--- config.mk ---
export PLATFORM = sky130hd
export DESIGN_NAME = utf8_to_utf16_stream_decoder_core_flat
export DESIGN_NICKNAME = d
export VERILOG_FILES = /design/src/rtl/utf8u16_pkg.sv /design/src/rtl/utf8u16_byte_if.sv /design/src/rtl/utf8u16_unit_if.sv /design/src/rtl/utf8u16_decode.sv /design/src/rtl/utf8u16_outbuf.sv /design/src/rtl/utf8_to_utf16_stream_decoder_core.sv /design/src/flat_wrapper.sv
export VERILOG_INCLUDE_DIRS = /design/src /design/src/rtl
export SDC_FILE = /design/constraint.sdc
export NUM_CORES = 1
export LEC_CHECK = 0
export BUFFER_PORTS_ARGS = -buffer_cell sky130_fd_sc_hd__buf_2
export CORE_UTILIZATION = 30
export CTS_CLUSTER_DIAMETER = 120
export DETAILED_ROUTE_END_ITERATION = 7
export PLACE_DENSITY_LB_ADDON = 0.2
export SLEW_MARGIN = 0
export SYNTH_ARGS = -nofsm -noshare
export SYNTH_HDL_FRONTEND = slang
export SYNTH_SLANG_ARGS = --single-unit
--- constraint.sdc ---
create_clock -name clk -period 2.9 [get_ports clk]
set_clock_uncertainty 0.05 [all_clocks]
set_input_delay 0.29 -clock clk [delete_from_list [all_inputs] [get_ports clk]]
set_output_delay 0.29 -clock clk [all_outputs]
set_load 0.02 [all_outputs]
--- src/rtl/utf8_to_utf16_stream_decoder_core_macros.svh ---
// ----------------------------------------------------------------------------
// UTF-8 to UTF-16 decoder assertion macros
// Short forms for the concurrent checks at the end of the top level.
// ----------------------------------------------------------------------------
`ifndef UTF8_TO_UTF16_STREAM_DECODER_CORE_MACROS_SVH
`define UTF8_TO_UTF16_STREAM_DECODER_CORE_MACROS_SVH

// Same-cycle implication, checked outside reset.
`define U8U16_ASSERT_NOW(label, ante, cons) \
    label: assert property (@(posedge clk) disable iff (!rst_n) (ante) |-> (cons)) \
        else $error("u8u16 check failed: same-cycle rule");

// Next-cycle implication, checked outside reset.
`define U8U16_ASSERT_NEXT(label, ante, cons) \
    label: assert property (@(posedge clk) disable iff (!rst_n) (ante) |=> (cons)) \
        else $error("u8u16 check failed: next-cycle rule");

`endif

--- src/rtl/utf8u16_pkg.sv ---
// ----------------------------------------------------------------------------
// UTF-8 to UTF-16 decoder package
// Shared types and constants of the decoder core.
// ----------------------------------------------------------------------------
package utf8u16_pkg;

    localparam int MaxUnits = 3;

    localparam logic [15:0] SURR_HI_BASE = 16'hD800;
    localparam logic [15:0] SURR_LO_BASE = 16'hDC00;
    localparam logic [20:0] SUPP_OFFSET  = 21'h10000;

    localparam logic [1:0]  CONT_TAG     = 2'b10;

    // Sequence lengths held in the length register.
    localparam logic [2:0]  LEN_NONE = 3'd0;
    localparam logic [2:0]  LEN_TWO  = 3'd2;
    localparam logic [2:0]  LEN_THREE = 3'd3;
    localparam logic [2:0]  LEN_FOUR = 3'd4;
    localparam logic [2:0]  LEN_FIVE = 3'd5;
    localparam logic [2:0]  LEN_SIX  = 3'd6;

    typedef struct packed {
        logic [15:0] code_unit;
        logic        is_terminator;
    } unit_t;

    // Up to three units made by one byte, valid from index 0 upward.
    typedef struct packed {
        logic [1:0]          count;
        unit_t [MaxUnits-1:0] units;
    } result_set_t;

    typedef struct packed {
        logic seq_open;
    } dec_status_t;

endpackage

--- src/rtl/utf8u16_byte_if.sv ---
// ----------------------------------------------------------------------------
// UTF-8 byte channel
// Valid/ready channel that carries one UTF-8 byte and its end mark.
// ----------------------------------------------------------------------------
interface utf8u16_byte_if;

    logic       valid;
    logic       ready;
    logic [7:0] byte_in;
    logic       string_end;

    modport source (output valid, output byte_in, output string_end, input ready);
    modport sink   (input valid, input byte_in, input string_end, output ready);

endinterface

--- src/rtl/utf8u16_unit_if.sv ---
// ----------------------------------------------------------------------------
// UTF-16 unit channel
// Valid/ready channel that carries one UTF-16 code unit and its terminator flag.
// ----------------------------------------------------------------------------
interface utf8u16_unit_if;

    logic        valid;
    logic        ready;
    logic [15:0] code_unit;
    logic        is_terminator;

    modport source (output valid, output code_unit, output is_terminator, input ready);
    modport sink   (input valid, input code_unit, input is_terminator, output ready);

endinterface

--- src/rtl/utf8u16_decode.sv ---
// ----------------------------------------------------------------------------
// UTF-8 sequence decoder
// Holds the open sequence and turns each accepted byte into zero to three units.
// ----------------------------------------------------------------------------
module utf8u16_decode (
    input  logic                     clk,
    input  logic                     rst_n,
    input  logic                     accept,
    input  logic [7:0]               byte_in,
    input  logic                     string_end,
    output utf8u16_pkg::result_set_t res,
    output utf8u16_pkg::dec_status_t status
);
    import utf8u16_pkg::*;

    logic [2:0]  seq_len_reg, seq_len_next;
    logic [2:0]  remain_reg, remain_next;
    logic [20:0] accum_reg, accum_next;

    logic [20:0] accum_shift;
    logic [2:0]  remain_dec;
    logic [20:0] supp_w;
    logic        is_cont;

    assign accum_shift = {accum_reg[14:0], byte_in[5:0]};
    assign remain_dec  = (remain_reg != 3'd0) ? remain_reg - 3'd1 : remain_reg;
    assign supp_w      = accum_shift - SUPP_OFFSET;
    assign is_cont     = (byte_in[7:6] == CONT_TAG);

    assign status.seq_open = (seq_len_reg != LEN_NONE);

    always_comb
    begin
        seq_len_next = seq_len_reg;
        remain_next  = remain_reg;
        accum_next   = accum_reg;
        res          = '0;

        if (byte_in == 8'h00)
        begin
            seq_len_next = LEN_NONE;
            remain_next  = 3'd0;
            accum_next   = '0;
            res.units[0] = '{code_unit: 16'h0000, is_terminator: 1'b1};
            res.count    = 2'd1;
        end
        else
        begin
            if ((seq_len_reg != LEN_NONE) && is_cont)
            begin
                accum_next  = accum_shift;
                remain_next = remain_dec;
                if (remain_dec == 3'd0)
                begin
                    case (seq_len_reg)
                        LEN_TWO, LEN_THREE:
                        begin
                            res.units[0] = '{code_unit: accum_shift[15:0], is_terminator: 1'b0};
                            res.count    = 2'd1;
                        end
                        LEN_FOUR:
                        begin
                            if (accum_shift[20:16] != 5'd0)
                            begin
                                // Supplementary value: split into a surrogate pair.
                                res.units[0] = '{code_unit: SURR_HI_BASE | {5'd0, supp_w[20:10]},
                                                 is_terminator: 1'b0};
                                res.units[1] = '{code_unit: SURR_LO_BASE | {6'd0, supp_w[9:0]},
                                                 is_terminator: 1'b0};
                                res.count    = 2'd2;
                            end
                            else
                            begin
                                res.units[0] = '{code_unit: accum_shift[15:0],
                                                 is_terminator: 1'b0};
                                res.count    = 2'd1;
                            end
                        end
                        default:
                        begin
                            // Five and six byte forms complete silently.
                        end
                    endcase
                    seq_len_next = LEN_NONE;
                    remain_next  = 3'd0;
                    accum_next   = '0;
                end
            end
            else
            begin
                // Lead byte: any partial sequence is abandoned.
                seq_len_next = LEN_NONE;
                remain_next  = 3'd0;
                accum_next   = '0;
                if (byte_in[7] == 1'b0)
                begin
                    res.units[0] = '{code_unit: {8'h00, byte_in}, is_terminator: 1'b0};
                    res.count    = 2'd1;
                end
                else if (byte_in < 8'hC0 || byte_in >= 8'hFE)
                begin
                    // Stray continuation or an invalid byte is dropped.
                end
                else if (byte_in < 8'hE0)
                begin
                    seq_len_next = LEN_TWO;
                    remain_next  = 3'd1;
                    accum_next   = {16'd0, byte_in[4:0]};
                end
                else if (byte_in < 8'hF0)
                begin
                    seq_len_next = LEN_THREE;
                    remain_next  = 3'd2;
                    accum_next   = {17'd0, byte_in[3:0]};
                end
                else if (byte_in < 8'hF8)
                begin
                    seq_len_next = LEN_FOUR;
                    remain_next  = 3'd3;
                    accum_next   = {18'd0, byte_in[2:0]};
                end
                else if (byte_in < 8'hFC)
                begin
                    seq_len_next = LEN_FIVE;
                    remain_next  = 3'd4;
                end
                else
                begin
                    seq_len_next = LEN_SIX;
                    remain_next  = 3'd5;
                end
            end

            if (string_end)
            begin
                seq_len_next = LEN_NONE;
                remain_next  = 3'd0;
                accum_next   = '0;
                res.units[res.count] = '{code_unit: 16'h0000, is_terminator: 1'b1};
                res.count            = res.count + 2'd1;
            end
        end
    end

    always_ff @(posedge clk or negedge rst_n)
    begin
        if (!rst_n)
        begin
            seq_len_reg <= LEN_NONE;
            remain_reg  <= 3'd0;
            accum_reg   <= '0;
        end
        else if (accept)
        begin
            seq_len_reg <= seq_len_next;
            remain_reg  <= remain_next;
            accum_reg   <= accum_next;
        end
    end

endmodule

--- src/rtl/utf8u16_outbuf.sv ---
// ----------------------------------------------------------------------------
// UTF-16 result buffer
// Registers the units of one byte and hands them out one per cycle while the receiver is ready.
// ----------------------------------------------------------------------------
module utf8u16_outbuf (
    input  logic                     clk,
    input  logic                     rst_n,
    input  logic                     load,
    input  utf8u16_pkg::result_set_t res,
    output logic                     load_ok,
    utf8u16_unit_if.source           units
);
    import utf8u16_pkg::*;

    unit_t [MaxUnits-1:0] buf_reg, buf_next;
    logic [1:0]           cnt_reg, cnt_next;
    logic                 pop;

    assign units.valid         = (cnt_reg != 2'd0);
    assign units.code_unit     = buf_reg[0].code_unit;
    assign units.is_terminator = buf_reg[0].is_terminator;
    assign pop                 = units.valid && units.ready;

    // A new set may enter once the buffer is empty or empties this cycle.
    assign load_ok = (cnt_reg == 2'd0) || ((cnt_reg == 2'd1) && units.ready);

    always_comb
    begin
        buf_next = buf_reg;
        cnt_next = cnt_reg;
        if (pop)
        begin
            buf_next[0] = buf_reg[1];
            buf_next[1] = buf_reg[2];
            cnt_next    = cnt_reg - 2'd1;
        end
        if (load)
        begin
            buf_next = res.units;
            cnt_next = res.count;
        end
    end

    always_ff @(posedge clk)
    begin
        buf_reg <= buf_next;
    end

    always_ff @(posedge clk or negedge rst_n)
    begin
        if (!rst_n)
        begin
            cnt_reg <= 2'd0;
        end
        else
        begin
            cnt_reg <= cnt_next;
        end
    end

endmodule

--- src/rtl/utf8_to_utf16_stream_decoder_core.sv ---
// ----------------------------------------------------------------------------
// UTF-8 to UTF-16 stream decoder core
// Decodes a UTF-8 byte stream into UTF-16 code units with string terminators.
// ----------------------------------------------------------------------------
// Usage:
// Bytes arrive on the utf8 channel, one item per valid/ready handshake, each
// with a string_end mark. Code units leave on the utf16 channel, one item per
// handshake; is_terminator flags the zero unit that closes each string.
// A byte makes zero to three units: nothing for a lead or middle byte, one
// unit for ASCII or a finished 2/3/4-byte sequence, two for a surrogate pair,
// plus a terminator on a zero byte or a marked end byte.
// The units of a byte accepted at a clock edge are registered and are on the
// output from the next cycle on. A byte that yields at most one unit can
// follow every cycle while the receiver is ready; after a byte with more
// units the input waits for the result buffer, which drains one unit per cycle.
// Reset clears the open sequence and empties the result buffer.
// When the receiver stalls, the waiting unit holds and the buffer keeps the
// rest; the input is still taken in the cycle the last buffered unit leaves.
// ----------------------------------------------------------------------------
`include "utf8_to_utf16_stream_decoder_core_macros.svh"

module utf8_to_utf16_stream_decoder_core (
    input  logic          clk,
    input  logic          rst_n,
    utf8u16_byte_if.sink  utf8,
    utf8u16_unit_if.source utf16
);
    import utf8u16_pkg::*;

    result_set_t res;
    dec_status_t status;
    logic        load_ok;
    logic        accept;

    // The input is ready whenever the result buffer can take a full set.
    assign utf8.ready = load_ok;
    assign accept     = utf8.valid && load_ok;

    // Sequence state and per-byte decode; state advances only on an accepted item.
    utf8u16_decode u_decode (
        .clk        (clk),
        .rst_n      (rst_n),
        .accept     (accept),
        .byte_in    (utf8.byte_in),
        .string_end (utf8.string_end),
        .res        (res),
        .status     (status)
    );

    // Result register: up to three units, presented one per cycle while the receiver is ready.
    utf8u16_outbuf u_outbuf (
        .clk     (clk),
        .rst_n   (rst_n),
        .load    (accept),
        .res     (res),
        .load_ok (load_ok),
        .units   (utf16)
    );

    // A terminator unit always carries code zero.
    `U8U16_ASSERT_NOW(a_term_zero, utf16.valid && utf16.is_terminator, utf16.code_unit == 16'h0000)

    // A zero byte puts the terminator first on the output in the next cycle.
    `U8U16_ASSERT_NEXT(a_zero_byte_term, accept && (utf8.byte_in == 8'h00), utf16.valid && utf16.is_terminator)

    // An ASCII byte outside a sequence appears unchanged in the next cycle.
    `U8U16_ASSERT_NEXT(a_ascii_pass, accept && !status.seq_open && (utf8.byte_in[7] == 1'b0) && (utf8.byte_in != 8'h00), utf16.valid && !utf16.is_terminator && (utf16.code_unit == {8'h00, $past(utf8.byte_in)}))

endmodule

--- src/flat_wrapper.sv ---
// flat-port wrapper written by rule: the top's interface ports become plain ports
module utf8_to_utf16_stream_decoder_core_flat import utf8u16_pkg::*;
  (clk, rst_n, utf8_valid, utf8_byte_in, utf8_string_end, utf8_ready, utf16_valid, utf16_code_unit, utf16_is_terminator, utf16_ready);
  utf8u16_byte_if utf8_i ();
  utf8u16_unit_if utf16_i ();
  input  logic clk;
  input  logic rst_n;
  input wire logic [$bits(utf8_i.valid)-1:0] utf8_valid;
  input wire logic [$bits(utf8_i.byte_in)-1:0] utf8_byte_in;
  input wire logic [$bits(utf8_i.string_end)-1:0] utf8_string_end;
  output wire logic [$bits(utf8_i.ready)-1:0] utf8_ready;
  output wire logic [$bits(utf16_i.valid)-1:0] utf16_valid;
  output wire logic [$bits(utf16_i.code_unit)-1:0] utf16_code_unit;
  output wire logic [$bits(utf16_i.is_terminator)-1:0] utf16_is_terminator;
  input wire logic [$bits(utf16_i.ready)-1:0] utf16_ready;
  assign utf8_i.valid = utf8_valid;
  assign utf8_i.byte_in = utf8_byte_in;
  assign utf8_i.string_end = utf8_string_end;
  assign utf8_ready = utf8_i.ready;
  assign utf16_valid = utf16_i.valid;
  assign utf16_code_unit = utf16_i.code_unit;
  assign utf16_is_terminator = utf16_i.is_terminator;
  assign utf16_i.ready = utf16_ready;
  utf8_to_utf16_stream_decoder_core u_core (.clk(clk), .rst_n(rst_n), .utf8(utf8_i), .utf16(utf16_i));
endmodule
==> impl_results.html, run 1 <==
<table>
<tr><th>Metric</th><th>Value</th></tr>
<tr><th colspan="2">Status</th></tr>
<tr><td>Result of the run</td><td>finished, violations left</td></tr>
<tr><td>Violated checks</td><td>setup timing</td></tr>
<tr><th colspan="2">CTS</th></tr>
<tr><td>Clock tree buffer depth</td><td>2</td></tr>
<tr><td>H-tree depth</td><td>2</td></tr>
<tr><td>CTS tree</td><td>yes</td></tr>
<tr><td>Clock insertion delay at the later pin of the skew report</td><td>320 ps</td></tr>
<tr><td>TritonCTS Sinks</td><td>53</td></tr>
<tr><td>Root buffer selected by CTS</td><td>sky130_fd_sc_hd__clkbuf_8</td></tr>
<tr><td>TritonCTS buffer count</td><td>5</td></tr>
<tr><td>Clock-pin slew reported for the worst setup and hold paths after clock tree synthesis</td><td>110 ps</td></tr>
<tr><th colspan="2">Timing</th></tr>
<tr><td>Relative slew slack</td><td>56.7%</td></tr>
<tr><td>Max-slew violations</td><td>0</td></tr>
<tr><td>Setup TNS</td><td>-132 ps</td></tr>
<tr><td>Slew at the pin closest to its max-slew limit</td><td>633 ps</td></tr>
<tr><td>Final hold violation count</td><td>0</td></tr>
<tr><td>Final setup margin</td><td>-30.9 ps</td></tr>
<tr><td>Setup repair after global routing missed its margin</td><td>true</td></tr>
<tr><td>Ratio of final minimum period to clock period</td><td>101%</td></tr>
<tr><td>Top achievable clock speed</td><td>341 MHz</td></tr>
<tr><td>Finish-stage setup viols</td><td>7</td></tr>
<tr><td>Minimum clock period after layout</td><td>2930 ps</td></tr>
<tr><th colspan="2">Place</th></tr>
<tr><td>Cell count after placement</td><td>420</td></tr>
<tr><td>Placed Area</td><td>0.00317 mm^2</td></tr>
<tr><td>Count of input and output buffers</td><td>31</td></tr>
<tr><td>Sum of net half-perimeters after detailed placement</td><td>4.88 mm</td></tr>
<tr><td>Placer congestion estimate</td><td>0.807</td></tr>
<tr><th colspan="2">Synthesis</th></tr>
<tr><td>Post-synth net total</td><td>294</td></tr>
<tr><td>Area of the mapped netlist</td><td>0.00289 mm^2</td></tr>
<tr><td>Count of flip-flops with a built-in enable after synthesis</td><td>30</td></tr>
<tr><td>Post-synthesis cell count</td><td>272</td></tr>
<tr><td>Area share of fa/ha/maj cells after synthesis</td><td>3.90%</td></tr>
<tr><td>Distinct cell type count of the synthesized netlist</td><td>43</td></tr>
<tr><td>Fraction of the mapped netlist area in simple logic gates</td><td>14.0%</td></tr>
<tr><td>Part of the Yosys area used for sequential elements</td><td>51.1%</td></tr>
<tr><td>Syn. warnings</td><td>0</td></tr>
<tr><td>Combinational family with the most area after synthesis</td><td>compound AO/OA/AOI/OAI gates</td></tr>
<tr><td>Mux share of post-synthesis cell area</td><td>0.390%</td></tr>
<tr><td>Post-synthesis async set-or-reset flop share</td><td>43.4%</td></tr>
<tr><td>Flop and latch count out of synthesis</td><td>53</td></tr>
<tr><td>Xor and xnor area share after synthesis</td><td>0.606%</td></tr>
<tr><td>Share of the synthesized area in compound gates (AO/OA/AOI/OAI)</td><td>21.4%</td></tr>
<tr><td>Most used DFF post-synth</td><td>sky130_fd_sc_hd__edfxtp_1</td></tr>
<tr><td>Post-synthesis average cell area</td><td>10.6 um^2</td></tr>
<tr><th colspan="2">Floorplan</th></tr>
<tr><td>Count of boundary I/O pins</td><td>32</td></tr>
<tr><td>Placeable Area</td><td>0.00928 mm^2</td></tr>
<tr><td>Area of the die</td><td>0.0100 mm^2</td></tr>
<tr><td>Y dimension of the die</td><td>100 um</td></tr>
<tr><td>Std-Cell Rows</td><td>35</td></tr>
<tr><td>Width of the die</td><td>100 um</td></tr>
<tr><td>Initial standard-cell utilization of the core</td><td>31.1%</td></tr>
<tr><th colspan="2">Final layout</th></tr>
<tr><td>Synthesis-to-layout area growth</td><td>20.6%</td></tr>
<tr><td>Fin util</td><td>37.6%</td></tr>
<tr><td>Commonest non-fill, non-tap cells in the layout</td><td>33 x sky130_fd_sc_hd__buf_4, 31 x sky130_fd_sc_hd__buf_2, 30 x sky130_fd_sc_hd__edfxtp_1, 23 x sky130_fd_sc_hd__dfrtp_1, 19 x sky130_fd_sc_hd__nand2_1</td></tr>
<tr><td>Fraction of final layout cells sized beyond drive strength 1</td><td>35.6%</td></tr>
<tr><td>Final #Nets</td><td>336</td></tr>
<tr><td>Final instance area</td><td>0.00349 mm^2</td></tr>
<tr><td>Leading cell type in the layout, fill and taps excluded</td><td>sky130_fd_sc_hd__buf_4</td></tr>
<tr><td>Antenna diode count</td><td>0</td></tr>
<tr><td>Number of standard cells in the final layout excluding fillers</td><td>444</td></tr>
<tr><td>Max reg flops</td><td>16</td></tr>
<tr><th colspan="2">Global routing</th></tr>
<tr><td>GR Overflow Total</td><td>0</td></tr>
<tr><td>Number of global-route vias before repair</td><td>2,287</td></tr>
<tr><td>Global-route usage over all layers</td><td>15.4%</td></tr>
<tr><td>First-pass GRT wire length</td><td>11.9 mm</td></tr>
<tr><td>Initial antenna violation count</td><td>0</td></tr>
<tr><td>Maximum number of pins on one net before global-route repair</td><td>33</td></tr>
<tr><th colspan="2">Setup path</th></tr>
<tr><td>CP startpoint kind</td><td>register</td></tr>
<tr><td>Arrival time of the worst setup path</td><td>3060 ps</td></tr>
<tr><td>Worst reg-to-reg setup slack</td><td>-30 ps</td></tr>
<tr><td>Cells on worst reg2reg path</td><td>15</td></tr>
<tr><td>Worst R2R End</td><td>u_core.u_outbuf.units.code_unit[3]$_DFFE_PP_</td></tr>
<tr><td>Highest fanout seen on the critical path</td><td>8</td></tr>
<tr><td>CP required</td><td>3020 ps</td></tr>
<tr><td>Endpoint kind of the worst setup timing path</td><td>register</td></tr>
<tr><td>Category of the most critical setup path</td><td>reg -&gt; reg</td></tr>
<tr><td>Worst reg2reg path startpoint</td><td>u_core.u_decode.remain_reg[0]$_DFFE_PN0P_</td></tr>
<tr><th colspan="2">Worst hold path</th></tr>
<tr><td>Startpoint of the lowest-slack hold path</td><td>utf8_byte_in[0]</td></tr>
<tr><td>Worst min-delay path category</td><td>in -&gt; reg</td></tr>
<tr><td>Endpoint with the worst hold slack</td><td>u_core.u_decode.accum_reg[0]$_DFFE_PN0P_</td></tr>
<tr><td>Number of stages on the worst hold path</td><td>2</td></tr>
<tr><th colspan="2">Power</th></tr>
<tr><td>Leakage Power</td><td>0.00147 uW</td></tr>
<tr><td>Power density over cell area</td><td>746 mW/mm^2</td></tr>
<tr><td>Worst IR Drop VDD</td><td>0.000279 V</td></tr>
<tr><th colspan="2">Routing</th></tr>
<tr><td>DRC Markers</td><td>0</td></tr>
<tr><td>Avg WL per Cell</td><td>16.8 um</td></tr>
<tr><td>DR vias</td><td>2,264</td></tr>
<tr><td>ANT nets after route</td><td>0</td></tr>
<tr><td>First-iteration detailed-routing DRC count</td><td>91</td></tr>
<tr><td>DR pass1 iterations</td><td>4</td></tr>
<tr><td>Final routed wirelength across all metal layers</td><td>7.48 mm</td></tr>
<tr><td>Vias per cell</td><td>5.10</td></tr>
<tr><th colspan="2">Run</th></tr>
<tr><td>Number of maximum-capacitance constraint violations</td><td>0</td></tr>
</table>
==> stage by stage <==
stage | worst slack [ps] | total power, uW | hold slack (ps)
2_1_floorplan | -97.7 | 1830 | -55.6
3_5_place_dp | -305 | 2050 | 268
5_1_grt | -194 | 2760 | 216
3_3_place_gp | -239 | 2040 | 270
6_report | -30.9 | 2600 | 214
4_1_cts | -67.8 | 2580 | 206
==> logic make-up (layout without fill, tap and decap cells) <==
group	count (synthesis)	after routing
AOI/OAI and AO/OA	86	86
and+or+nand+nor	74	74
DFF	53	53
buffers and inverters	47	90
adders and majority gates	9	9
xor gates and xnor gates	2	2
muxes	1	1
==> worst max path at each step <==
| stage | start | endpoint | slack [ps] | cells after the start |
|---|---|---|---|---|
| after floorplan | u_core.u_decode.remain_reg[0]$_DFFE_PN0P_ | u_core.u_outbuf.units.code_unit[2]$_DFFE_PP_ | -100 | 16 |
| after global routing | u_core.u_decode.remain_reg[0]$_DFFE_PN0P_ | u_core.u_outbuf.units.code_unit[2]$_DFFE_PP_ | -190 | 15 |
| after CTS | u_core.u_decode.remain_reg[0]$_DFFE_PN0P_ | u_core.u_outbuf.units.code_unit[5]$_DFFE_PP_ | -70 | 15 |
| final | u_core.u_decode.remain_reg[0]$_DFFE_PN0P_ | u_core.u_outbuf.units.code_unit[3]$_DFFE_PP_ | -30 | 15 |
| after global placement | u_core.u_decode.remain_reg[0]$_DFFE_PN0P_ | u_core.u_outbuf.units.code_unit[3]$_DFFE_PP_ | -240 | 15 |
| after detailed placement | u_core.u_decode.remain_reg[1]$_DFFE_PN0P_ | u_core.u_outbuf.units.code_unit[5]$_DFFE_PP_ | -310 | 15 |
==> cell usage after synthesis (7+ instances only) <==
master / count / area share (%)
sky130_fd_sc_hd__edfxtp_1: 30 / 31
sky130_fd_sc_hd__dfrtp_1: 23 / 20
sky130_fd_sc_hd__nand2_1: 21 / 2.7
sky130_fd_sc_hd__a22o_1: 17 / 5.2
sky130_fd_sc_hd__buf_4: 17 / 4.4
sky130_fd_sc_hd__inv_1: 17 / 2.2
sky130_fd_sc_hd__a22oi_1: 16 / 4.2
sky130_fd_sc_hd__a21oi_1: 13 / 2.3
sky130_fd_sc_hd__o21ai_0: 13 / 2.3
sky130_fd_sc_hd__nor2_1: 12 / 1.6
sky130_fd_sc_hd__and2_1: 11 / 2.4
sky130_fd_sc_hd__ha_1: 9 / 3.9
sky130_fd_sc_hd__o21ai_2: 8 / 2.4
sky130_fd_sc_hd__buf_2: 7 / 1.2
==> power by group <==
| group | switching (uW) | internal, uW | leakage (uW) |
|---|---|---|---|
| combinational | 644 | 419 | 0.000804 |
| sequential | 71.9 | 1020 | 0.000621 |
| clock | 274 | 172 | 0.0000445 |
| total | 990 | 1610 | 0.00147 |
==> per-layer routing <==
metal / global-route usage [%] / wire length, um / part of all wire [%]
met5: 0 / 0 / 0
met4: 5.13 / 81 / 1.1
met3: 2.72 / 288 / 3.9
met2: 25.9 / 3650 / 49
met1: 20.0 / 3450 / 46
==> worst max-delay path, stage by stage (launching register included) <==
cell	delay (ps)
sky130_fd_sc_hd__dfrtp_1	400
sky130_fd_sc_hd__inv_2	80
sky130_fd_sc_hd__ha_4	140
sky130_fd_sc_hd__inv_2	40
sky130_fd_sc_hd__ha_4	160
sky130_fd_sc_hd__nor4b_4	210
sky130_fd_sc_hd__a31oi_2	80
sky130_fd_sc_hd__or3b_4	430
sky130_fd_sc_hd__nand2_4	80
sky130_fd_sc_hd__inv_4	40
sky130_fd_sc_hd__ha_4	150
sky130_fd_sc_hd__nand2_2	70
sky130_fd_sc_hd__inv_2	40
sky130_fd_sc_hd__or4_4	420
sky130_fd_sc_hd__nand2b_4	230
sky130_fd_sc_hd__o21ai_2	150
==> cell type report <==
class | instances | area, um^2
clock buffers | 5 | 68.8
fillers | 934 | 5800
repair buffers | 65 | 413
clock inverters | 3 | 21.3
multi-input cells | 172 | 1280
inverters | 17 | 66.3
well taps | 129 | 161
flip-flops and latches | 53 | 1480
==> timing repair <==
action	in CTS	in global routing
endpoints found under the hold margin	23	0
endpoints found under the setup margin	16	27
pin swaps	10	8
resized for setup	13	22
buffers inserted	10	5
gates cloned	0	1
hold buffers	1	0
Note: power is estimated with default switching activity, not from simulation.
==> inputs of run 2 (changes only) <==
--- a/config.mk
+++ b/config.mk
@@ -8,8 +8,11 @@
 export LEC_CHECK = 0
 export BUFFER_PORTS_ARGS = -buffer_cell sky130_fd_sc_hd__buf_2
+export CELL_PAD_IN_SITES_DETAIL_PLACEMENT = 1
+export CELL_PAD_IN_SITES_GLOBAL_PLACEMENT = 1
 export CORE_UTILIZATION = 30
 export CTS_CLUSTER_DIAMETER = 120
 export DETAILED_ROUTE_END_ITERATION = 7
 export PLACE_DENSITY_LB_ADDON = 0.2
+export SETUP_SLACK_MARGIN = 0.1
 export SLEW_MARGIN = 0
 export SYNTH_ARGS = -nofsm -noshare
--- a/constraint.sdc
+++ b/constraint.sdc
@@ -3,3 +3,3 @@
 set_input_delay 0.29 -clock clk [delete_from_list [all_inputs] [get_ports clk]]
 set_output_delay 0.29 -clock clk [all_outputs]
-set_load 0.02 [all_outputs]
+set_load 0.01 [all_outputs]
==> impl_results.html, run 2 (synthesized netlist as in run 1, its figures left out) <==
<table>
<tr><th>Metric</th><th>Value</th></tr>
<tr><th colspan="2">Setup path</th></tr>
<tr><td>Arrival time of the worst setup path</td><td>3130 ps</td></tr>
<tr><td>Slowest stage delay, CP</td><td>440 ps</td></tr>
<tr><td>Endpoint kind of the worst setup timing path</td><td>register</td></tr>
<tr><td>Cell Chain, Critical Path</td><td>inv_2 -&gt; ha_4 -&gt; inv_4 -&gt; ha_4 -&gt; nor4b_4 -&gt; a31oi_4 -&gt; or3b_4 -&gt; nand2_2 -&gt; inv_2 -&gt; ha_4 -&gt; nand2_4 -&gt; inv_2 -&gt; or4_4 -&gt; nand2b_4 -&gt; o21ai_2</td></tr>
<tr><td>Critical path's top delay family</td><td>simple AND/OR/NAND/NOR gates</td></tr>
<tr><td>Cell count along the critical path</td><td>15</td></tr>
<tr><td>Slowest cell on the critical path</td><td>sky130_fd_sc_hd__or4_4</td></tr>
<tr><td>Cells on worst reg2reg path</td><td>15</td></tr>
<tr><td>Highest fanout seen on the critical path</td><td>8</td></tr>
<tr><td>CP startpoint kind</td><td>register</td></tr>
<tr><td>Number of buffers and inverters on the critical path</td><td>4</td></tr>
<tr><td>Category of the most critical setup path</td><td>reg -&gt; reg</td></tr>
<tr><td>CP required</td><td>3020 ps</td></tr>
<tr><td>Worst reg-to-reg setup slack</td><td>-110 ps</td></tr>
<tr><th colspan="2">Routing</th></tr>
<tr><td>Avg WL per Cell</td><td>18.1 um</td></tr>
<tr><td>ANT nets after route</td><td>0</td></tr>
<tr><td>Final routed wirelength across all metal layers</td><td>8.05 mm</td></tr>
<tr><td>Vias per cell</td><td>5.05</td></tr>
<tr><td>First-iteration detailed-routing DRC count</td><td>66</td></tr>
<tr><td>DRC Markers</td><td>0</td></tr>
<tr><td>DR vias</td><td>2,242</td></tr>
<tr><td>DR pass1 iterations</td><td>4</td></tr>
<tr><th colspan="2">Timing</th></tr>
<tr><td>Finish-stage setup viols</td><td>9</td></tr>
<tr><td>Setup repair after global routing missed its margin</td><td>true</td></tr>
<tr><td>Max-slew violations</td><td>0</td></tr>
<tr><td>Final setup margin</td><td>-106 ps</td></tr>
<tr><td>Post-route worst hold slack</td><td>224 ps</td></tr>
<tr><td>Relative slew slack</td><td>55.4%</td></tr>
<tr><td>Slew at the pin closest to its max-slew limit</td><td>667 ps</td></tr>
<tr><td>Minimum clock period after layout</td><td>3010 ps</td></tr>
<tr><td>Top achievable clock speed</td><td>333 MHz</td></tr>
<tr><td>Final hold violation count</td><td>0</td></tr>
<tr><td>Ratio of final minimum period to clock period</td><td>104%</td></tr>
<tr><th colspan="2">Final layout</th></tr>
<tr><td>Max reg flops</td><td>16</td></tr>
<tr><td>Synthesis-to-layout area growth</td><td>23.8%</td></tr>
<tr><td>Final #Nets</td><td>336</td></tr>
<tr><td>Fraction of final layout cells sized beyond drive strength 1</td><td>39.0%</td></tr>
<tr><td>Antenna diode count</td><td>0</td></tr>
<tr><td>Number of filler cells placed in the layout</td><td>1,059</td></tr>
<tr><td>Commonest non-fill, non-tap cells in the layout</td><td>32 x sky130_fd_sc_hd__buf_2, 30 x sky130_fd_sc_hd__edfxtp_1, 26 x sky130_fd_sc_hd__buf_4, 23 x sky130_fd_sc_hd__dfrtp_1, 18 x sky130_fd_sc_hd__nand2_1</td></tr>
<tr><td>Final instance area</td><td>0.00358 mm^2</td></tr>
<tr><td>Leading cell type in the layout, fill and taps excluded</td><td>sky130_fd_sc_hd__buf_2</td></tr>
<tr><th colspan="2">Global routing</th></tr>
<tr><td>First-pass GRT wire length</td><td>12.6 mm</td></tr>
<tr><td>Number of global-route vias before repair</td><td>2,352</td></tr>
<tr><td>GR Overflow Total</td><td>0</td></tr>
<tr><td>Global-route usage over all layers</td><td>16.4%</td></tr>
<tr><td>Maximum number of pins on one net before global-route repair</td><td>33</td></tr>
<tr><td>Initial antenna violation count</td><td>0</td></tr>
<tr><th colspan="2">Worst hold path</th></tr>
<tr><td>Number of stages on the worst hold path</td><td>2</td></tr>
<tr><td>Worst min-delay path category</td><td>in -&gt; reg</td></tr>
<tr><th colspan="2">Run</th></tr>
<tr><td>Number of maximum-capacitance constraint violations</td><td>0</td></tr>
<tr><th colspan="2">Status</th></tr>
<tr><td>Violated checks</td><td>setup timing</td></tr>
<tr><td>Result of the run</td><td>finished, violations left</td></tr>
<tr><th colspan="2">Floorplan</th></tr>
<tr><td>Placeable Area</td><td>0.00928 mm^2</td></tr>
<tr><td>Width of the die</td><td>100 um</td></tr>
<tr><td>Initial standard-cell utilization of the core</td><td>31.1%</td></tr>
<tr><td>Y dimension of the die</td><td>100 um</td></tr>
<tr><td>Std-Cell Rows</td><td>35</td></tr>
<tr><td>Count of boundary I/O pins</td><td>32</td></tr>
<tr><td>Area of the die</td><td>0.0100 mm^2</td></tr>
<tr><th colspan="2">CTS</th></tr>
<tr><td>CTS tree</td><td>yes</td></tr>
<tr><td>TritonCTS buffer count</td><td>5</td></tr>
<tr><td>Clock-pin slew reported for the worst setup and hold paths after clock tree synthesis</td><td>100 ps</td></tr>
<tr><td>Clock tree buffer depth</td><td>2</td></tr>
<tr><td>H-tree depth</td><td>2</td></tr>
<tr><td>Root buffer selected by CTS</td><td>sky130_fd_sc_hd__clkbuf_8</td></tr>
<tr><td>TritonCTS Sinks</td><td>53</td></tr>
<tr><td>Clock insertion delay at the later pin of the skew report</td><td>310 ps</td></tr>
<tr><th colspan="2">Place</th></tr>
<tr><td>Placer congestion estimate</td><td>0.798</td></tr>
<tr><td>Sum of net half-perimeters after detailed placement</td><td>5.27 mm</td></tr>
<tr><td>Pre-CTS worst setup slack</td><td>-361 ps</td></tr>
<tr><td>Count of input and output buffers</td><td>31</td></tr>
<tr><td>Placed Area</td><td>0.00317 mm^2</td></tr>
<tr><th colspan="2">Power</th></tr>
<tr><td>Leakage Power</td><td>0.00150 uW</td></tr>
<tr><td>Worst IR Drop VDD</td><td>0.000272 V</td></tr>
<tr><td>Power density over cell area</td><td>724 mW/mm^2</td></tr>
</table>
## run 2: cell types whose count changed in the layout (fill, tap and decap cells not counted), moves of 2 or more
cell                      previous run  this run
sky130_fd_sc_hd__buf_6               0         3
sky130_fd_sc_hd__o21ai_1             5         0
sky130_fd_sc_hd__buf_4              33        26
sky130_fd_sc_hd__o21ai_2             8        15
sky130_fd_sc_hd__buf_8               0         2
sky130_fd_sc_hd__o21ai_0             8         6
## run 2: cell type report
cell class	count	area [um^2]	area share, %
tap	129	161	4.51
clock buffer	5	68.8	1.92
inverter	17	66.3	1.85
multi-input combinational	172	1340	37.3
clock inverter	3	21.3	0.594
sequential	53	1480	41.3
timing repair buffer	65	449	12.6
## run 2: metal layers
layer	routed length (um)	vias to the layer above	part of all wire, %	track usage [%]
li1	-	1065	-	-
met1	3740	1138	46	22.6
met2	4090	33	51	26.8
met3	179	6	2.2	1.88
met4	43	0	0.53	5.80
met5	0	-	0	0
## run 2: where the power goes
| part | leakage, uW | switching (uW) | internal (uW) |
|---|---|---|---|
| logic | 0.000840 | 603 | 457 |
| registers | 0.000621 | 72.2 | 1020 |
| clock network | 0.0000445 | 267 | 172 |
| total | 0.00150 | 942 | 1650 |
## run 2: metrics by stage
step                power, uW  std cells  setup TNS, ps  util, %
floorplan                1750        272           -781        -
global placement         1970        420          -2540     34.2
detailed placement       1970        420          -3830     34.2
CTS                      2530        438          -1090     36.8
global route             2780        444          -2750     38.5
finish                   2590        444           -777     38.5
## run 2: worst register-to-register path, stage by stage, from the launching register on
cell	delay, ps
sky130_fd_sc_hd__dfrtp_1	410
sky130_fd_sc_hd__inv_2	80
sky130_fd_sc_hd__ha_4	150
sky130_fd_sc_hd__inv_4	40
sky130_fd_sc_hd__ha_4	160
sky130_fd_sc_hd__nor4b_4	270
sky130_fd_sc_hd__a31oi_4	60
sky130_fd_sc_hd__or3b_4	390
sky130_fd_sc_hd__nand2_2	100
sky130_fd_sc_hd__inv_2	60
sky130_fd_sc_hd__ha_4	160
sky130_fd_sc_hd__nand2_4	70
sky130_fd_sc_hd__inv_2	40
sky130_fd_sc_hd__or4_4	440
sky130_fd_sc_hd__nand2b_4	240
sky130_fd_sc_hd__o21ai_2	140
## run 2: repair_timing
action,4_1_cts,5_1_grt
cloned,0,1
hold endpoints to repair,23,0
resized for setup,23,32
pin swaps,18,13
setup endpoints to repair,26,28
hold buffers,1,0
buffers inserted,9,8
## run 2: path summary, 6_finish.rpt
| check | to | startpoint |
|---|---|---|
| hold reg to reg | u_core.u_outbuf.units.code_unit[9]$_DFFE_PP_ | u_core.u_outbuf.buf_reg[27]$_SDFFCE_PP0P_ |
| min in group asynchronous | u_core.u_outbuf.cnt_reg[1]$_DFFE_PN0P_ | rst_n |
| setup reg to reg | u_core.u_outbuf.units.code_unit[0]$_DFFE_PP_ | u_core.u_decode.remain_reg[1]$_DFFE_PN0P_ |
| hold / removal | u_core.u_decode.accum_reg[0]$_DFFE_PN0P_ | utf8_byte_in[0] |
| setup / recovery | u_core.u_outbuf.units.code_unit[0]$_DFFE_PP_ | u_core.u_decode.remain_reg[1]$_DFFE_PN0P_ |
| max in group asynchronous | u_core.u_decode.accum_reg[11]$_DFFE_PN0P_ | rst_n |
==> inputs of run 3 (changes only) <==
- SYNTH_HIERARCHICAL: default -> 1
==> impl_results.html, run 3 <==
<table>
<tr><th>Metric</th><th>Value</th></tr>
<tr><th colspan="2">Synthesis</th></tr>
<tr><td>Area share of the largest cell type after synthesis</td><td>38.6%</td></tr>
<tr><td>Post-synthesis average cell area</td><td>12.2 um^2</td></tr>
<tr><td>Area of the mapped netlist</td><td>0.00397 mm^2</td></tr>
<tr><td>Cell with the most instances after synthesis</td><td>sky130_fd_sc_hd__edfxtp_1</td></tr>
<tr><td>Cell accounting for the most synthesized area</td><td>sky130_fd_sc_hd__edfxtp_1</td></tr>
<tr><td>Dominant cells by area after synthesis</td><td>sky130_fd_sc_hd__edfxtp_1 39%, sky130_fd_sc_hd__dfrtp_1 15%, sky130_fd_sc_hd__mux2_2 9.9%</td></tr>
<tr><td>Most used DFF post-synth</td><td>sky130_fd_sc_hd__edfxtp_1</td></tr>
<tr><td>Count of flip-flops with a built-in enable after synthesis</td><td>51</td></tr>
<tr><td>Syn. warnings</td><td>6</td></tr>
<tr><td>Post-synthesis cell count</td><td>326</td></tr>
<tr><td>Flop and latch count out of synthesis</td><td>74</td></tr>
<tr><td>Post-synthesis async set-or-reset flop share</td><td>31.1%</td></tr>
<tr><td>Part of the Yosys area used for sequential elements</td><td>53.1%</td></tr>
<tr><td>Top post-synthesis cells by count</td><td>51 x sky130_fd_sc_hd__edfxtp_1, 38 x sky130_fd_sc_hd__buf_4, 35 x sky130_fd_sc_hd__mux2_2</td></tr>
<tr><td>Distinct cell type count of the synthesized netlist</td><td>57</td></tr>
<tr><th colspan="2">Final layout</th></tr>
<tr><td>Final #Nets</td><td>385</td></tr>
<tr><td>Commonest non-fill, non-tap cells in the layout</td><td>51 x sky130_fd_sc_hd__edfxtp_1, 31 x sky130_fd_sc_hd__buf_2, 29 x sky130_fd_sc_hd__mux2_2, 24 x sky130_fd_sc_hd__buf_4, 23 x sky130_fd_sc_hd__dfrtp_1</td></tr>
<tr><td>Leading cell type in the layout, fill and taps excluded</td><td>sky130_fd_sc_hd__edfxtp_1</td></tr>
<tr><td>Number of filler cells placed in the layout</td><td>1,388</td></tr>
<tr><td>Fraction of final layout cells sized beyond drive strength 1</td><td>38.9%</td></tr>
<tr><td>Max reg flops</td><td>34</td></tr>
<tr><td>Fin util</td><td>37.3%</td></tr>
<tr><td>Synthesis-to-layout area growth</td><td>20.2%</td></tr>
<tr><td>Final instance area</td><td>0.00477 mm^2</td></tr>
<tr><td>Antenna diode count</td><td>0</td></tr>
<tr><th colspan="2">Timing</th></tr>
<tr><td>Minimum clock period after layout</td><td>2780 ps</td></tr>
<tr><td>Final hold violation count</td><td>0</td></tr>
<tr><td>Ratio of final minimum period to clock period</td><td>95.9%</td></tr>
<tr><td>Top achievable clock speed</td><td>359 MHz</td></tr>
<tr><td>Setup repair after global routing missed its margin</td><td>true</td></tr>
<tr><td>Slew at the pin closest to its max-slew limit</td><td>565 ps</td></tr>
<tr><td>Finish-stage setup viols</td><td>0</td></tr>
<tr><td>Max-slew violations</td><td>0</td></tr>
<tr><td>Relative slew slack</td><td>62.4%</td></tr>
<tr><th colspan="2">Setup path</th></tr>
<tr><td>Cells on worst reg2reg path</td><td>14</td></tr>
<tr><td>Arrival time of the worst setup path</td><td>2940 ps</td></tr>
<tr><td>CP required</td><td>3060 ps</td></tr>
<tr><td>Endpoint kind of the worst setup timing path</td><td>register</td></tr>
<tr><td>Worst reg2reg path startpoint</td><td>u_core/u_decode/remain_reg[0]$_DFFE_PN0P_</td></tr>
<tr><td>Worst R2R End</td><td>u_core/u_outbuf/buf_reg[27]$_DFFE_PP_</td></tr>
<tr><td>Worst setup path endpoint</td><td>u_core/u_outbuf/buf_reg[27]$_DFFE_PP_</td></tr>
<tr><td>CP startpoint kind</td><td>register</td></tr>
<tr><td>Slowest cell on the critical path</td><td>sky130_fd_sc_hd__dfrtp_1</td></tr>
<tr><td>Cell Chain, Critical Path</td><td>inv_2 -&gt; ha_4 -&gt; inv_2 -&gt; ha_4 -&gt; nor4b_4 -&gt; a31oi_4 -&gt; or3_4 -&gt; ha_1 -&gt; nand2_1 -&gt; nand2_2 -&gt; nor2_4 -&gt; buf_12 -&gt; and2_1 -&gt; mux2_2</td></tr>
<tr><td>Highest fanout seen on the critical path</td><td>12</td></tr>
<tr><td>Worst reg-to-reg setup slack</td><td>120 ps</td></tr>
<tr><td>Category of the most critical setup path</td><td>reg -&gt; reg</td></tr>
<tr><td>Worst setup startpoint</td><td>u_core/u_decode/remain_reg[0]$_DFFE_PN0P_</td></tr>
<tr><td>Slowest stage delay, CP</td><td>390 ps</td></tr>
<tr><th colspan="2">Global routing</th></tr>
<tr><td>Maximum number of pins on one net before global-route repair</td><td>47</td></tr>
<tr><td>Number of global-route vias before repair</td><td>2,599</td></tr>
<tr><td>First-pass GRT wire length</td><td>14.2 mm</td></tr>
<tr><td>Initial antenna violation count</td><td>0</td></tr>
<tr><td>GR Overflow Total</td><td>0</td></tr>
<tr><td>Global-route usage over all layers</td><td>14.4%</td></tr>
<tr><th colspan="2">CTS</th></tr>
<tr><td>TritonCTS buffer count</td><td>9</td></tr>
<tr><td>Clock tree buffer depth</td><td>2</td></tr>
<tr><td>Clock insertion delay at the later pin of the skew report</td><td>340 ps</td></tr>
<tr><td>CTS tree</td><td>yes</td></tr>
<tr><td>Root buffer selected by CTS</td><td>sky130_fd_sc_hd__clkbuf_16</td></tr>
<tr><td>TritonCTS Sinks</td><td>74</td></tr>
<tr><td>Clock-pin slew reported for the worst setup and hold paths after clock tree synthesis</td><td>60 ps</td></tr>
<tr><td>H-tree depth</td><td>3</td></tr>
<tr><th colspan="2">Routing</th></tr>
<tr><td>DR pass1 iterations</td><td>4</td></tr>
<tr><td>Avg WL per Cell</td><td>16.8 um</td></tr>
<tr><td>First-iteration detailed-routing DRC count</td><td>141</td></tr>
<tr><td>DR vias</td><td>2,527</td></tr>
<tr><td>DRC Markers</td><td>0</td></tr>
<tr><td>Vias per cell</td><td>4.68</td></tr>
<tr><td>Final routed wirelength across all metal layers</td><td>9.08 mm</td></tr>
<tr><td>ANT nets after route</td><td>0</td></tr>
<tr><th colspan="2">Floorplan</th></tr>
<tr><td>Count of boundary I/O pins</td><td>32</td></tr>
<tr><td>Width of the die</td><td>117 um</td></tr>
<tr><td>Std-Cell Rows</td><td>41</td></tr>
<tr><td>Placeable Area</td><td>0.0128 mm^2</td></tr>
<tr><td>Area of the die</td><td>0.0137 mm^2</td></tr>
<tr><td>Initial standard-cell utilization of the core</td><td>31.1%</td></tr>
<tr><td>Y dimension of the die</td><td>117 um</td></tr>
<tr><th colspan="2">Status</th></tr>
<tr><td>Result of the run</td><td>completed</td></tr>
<tr><th colspan="2">Place</th></tr>
<tr><td>Count of input and output buffers</td><td>31</td></tr>
<tr><td>Placed Area</td><td>0.00429 mm^2</td></tr>
<tr><td>Placer congestion estimate</td><td>0.792</td></tr>
<tr><td>Sum of net half-perimeters after detailed placement</td><td>6.16 mm</td></tr>
<tr><th colspan="2">Power</th></tr>
<tr><td>Leakage Power</td><td>0.00191 uW</td></tr>
<tr><td>Power density over cell area</td><td>861 mW/mm^2</td></tr>
<tr><td>Worst IR Drop VDD</td><td>0.000441 V</td></tr>
<tr><th colspan="2">Run</th></tr>
<tr><td>Number of maximum-capacitance constraint violations</td><td>0</td></tr>
<tr><th colspan="2">Worst hold path</th></tr>
<tr><td>Worst min-delay path category</td><td>in -&gt; reg</td></tr>
</table>
==> run 3: changes by cell type after synthesis, moves of 4 or more <==
cell / change
sky130_fd_sc_hd__nor2_1: +6
sky130_fd_sc_hd__a21oi_1: -5
sky130_fd_sc_hd__edfxtp_1: +21
sky130_fd_sc_hd__a22oi_1: -14
sky130_fd_sc_hd__buf_2: -4
sky130_fd_sc_hd__mux2_2: +34
sky130_fd_sc_hd__inv_1: -4
sky130_fd_sc_hd__o21ai_2: -7
sky130_fd_sc_hd__buf_4: +21
sky130_fd_sc_hd__o21ai_0: -6
==> run 3: cells by family (layout without fill, tap and decap cells) <==
kind of cell | count (synthesis) | count (layout) | share of synthesized area [%]
simple gates | 79 | 79 | 11.5
mux | 35 | 35 | 9.93
other cells | 1 | 17 | 0.0945
xor+xnor | 3 | 3 | 0.662
fa+ha+maj | 9 | 9 | 2.84
flops | 74 | 74 | 53.1
buf+inv | 62 | 88 | 9.74
compound gates | 63 | 63 | 12.1
==> run 3: power by group <==
group          total [uW]  internal [uW]  leakage (uW)  switching (uW)
Clock                1120            670      0.000147             452
Combinational        1290            596      0.000951             691
Sequential           1700           1590      0.000814             109
Total                4110           2860       0.00191            1250
==> run 3: worst min path at each step <==
stage                    startpoint                                   endpoint  slack, ps  cells past startpoint
finish              utf8_byte_in[0]   u_core/u_decode/accum_reg[0]$_DFFE_PN0P_        230                      2
global route        utf8_byte_in[0]   u_core/u_decode/accum_reg[0]$_DFFE_PN0P_        230                      2
CTS                 utf8_byte_in[0]   u_core/u_decode/accum_reg[0]$_DFFE_PN0P_        220                      2
detailed placement            rst_n  u_core/u_decode/remain_reg[2]$_DFFE_PN0P_        270                      1
global placement              rst_n  u_core/u_decode/remain_reg[2]$_DFFE_PN0P_        270                      1
floorplan                     rst_n   u_core/u_decode/accum_reg[0]$_DFFE_PN0P_        -60                      0
==> run 3: cell type report <==
| cell class | instances | area, um^2 | share of cell area (%) |
|---|---|---|---|
| sequential | 74 | 2110 | 44.2 |
| clock inverter | 6 | 66.3 | 1.39 |
| clock buffer | 10 | 229 | 4.80 |
| multi-input combinational | 206 | 1710 | 35.9 |
| tap | 172 | 215 | 4.51 |
| inverter | 14 | 52.6 | 1.10 |
| timing repair buffer | 58 | 385 | 8.08 |
==> run 3: timing repair <==
action                                  in CTS  in global routing
gates resized for setup                     13                 18
pin swaps                                    5                  9
hold buffers                                 1                  0
setup buffers                                5                  0
hold endpoints to repair                    23                  0
endpoints found under the setup margin      24                 28
==> run 3: critical path, delay by kind of cell, from the launching register on <==
| family | cells | cell delay (ps) |
|---|---|---|
| AO/OA/AOI/OAI | 1 | 70 |
| adder cells (fa/ha/maj) | 3 | 520 |
| buffers and inverters | 3 | 310 |
| flip-flops | 1 | 390 |
| multiplexers | 1 | 140 |
| AND/OR/NAND/NOR | 6 | 1160 |
==> run 3: through the flow <==
stage,instances,hold WS [ps],worst slack (ps),setup TNS [ps],total power (uW)
2_1_floorplan,342,-55.6,103,0,2640
3_3_place_gp,518,274,67.5,0,2880
3_5_place_dp,518,274,-68.2,-334,2910
4_1_cts,540,218,106,0,4090
5_1_grt,540,232,-2.27,-2.27,4340
6_report,540,226,118,0,4110
==> run 3: routing by layer <==
metal  wire length (um)  global-route usage [%]  share of wire, %
met2               4410                    23.5                49
met4                238                    7.26               2.6
met5                  0                       0                 0
met3                273                    3.45               3.0
met1               4160                    17.9                46
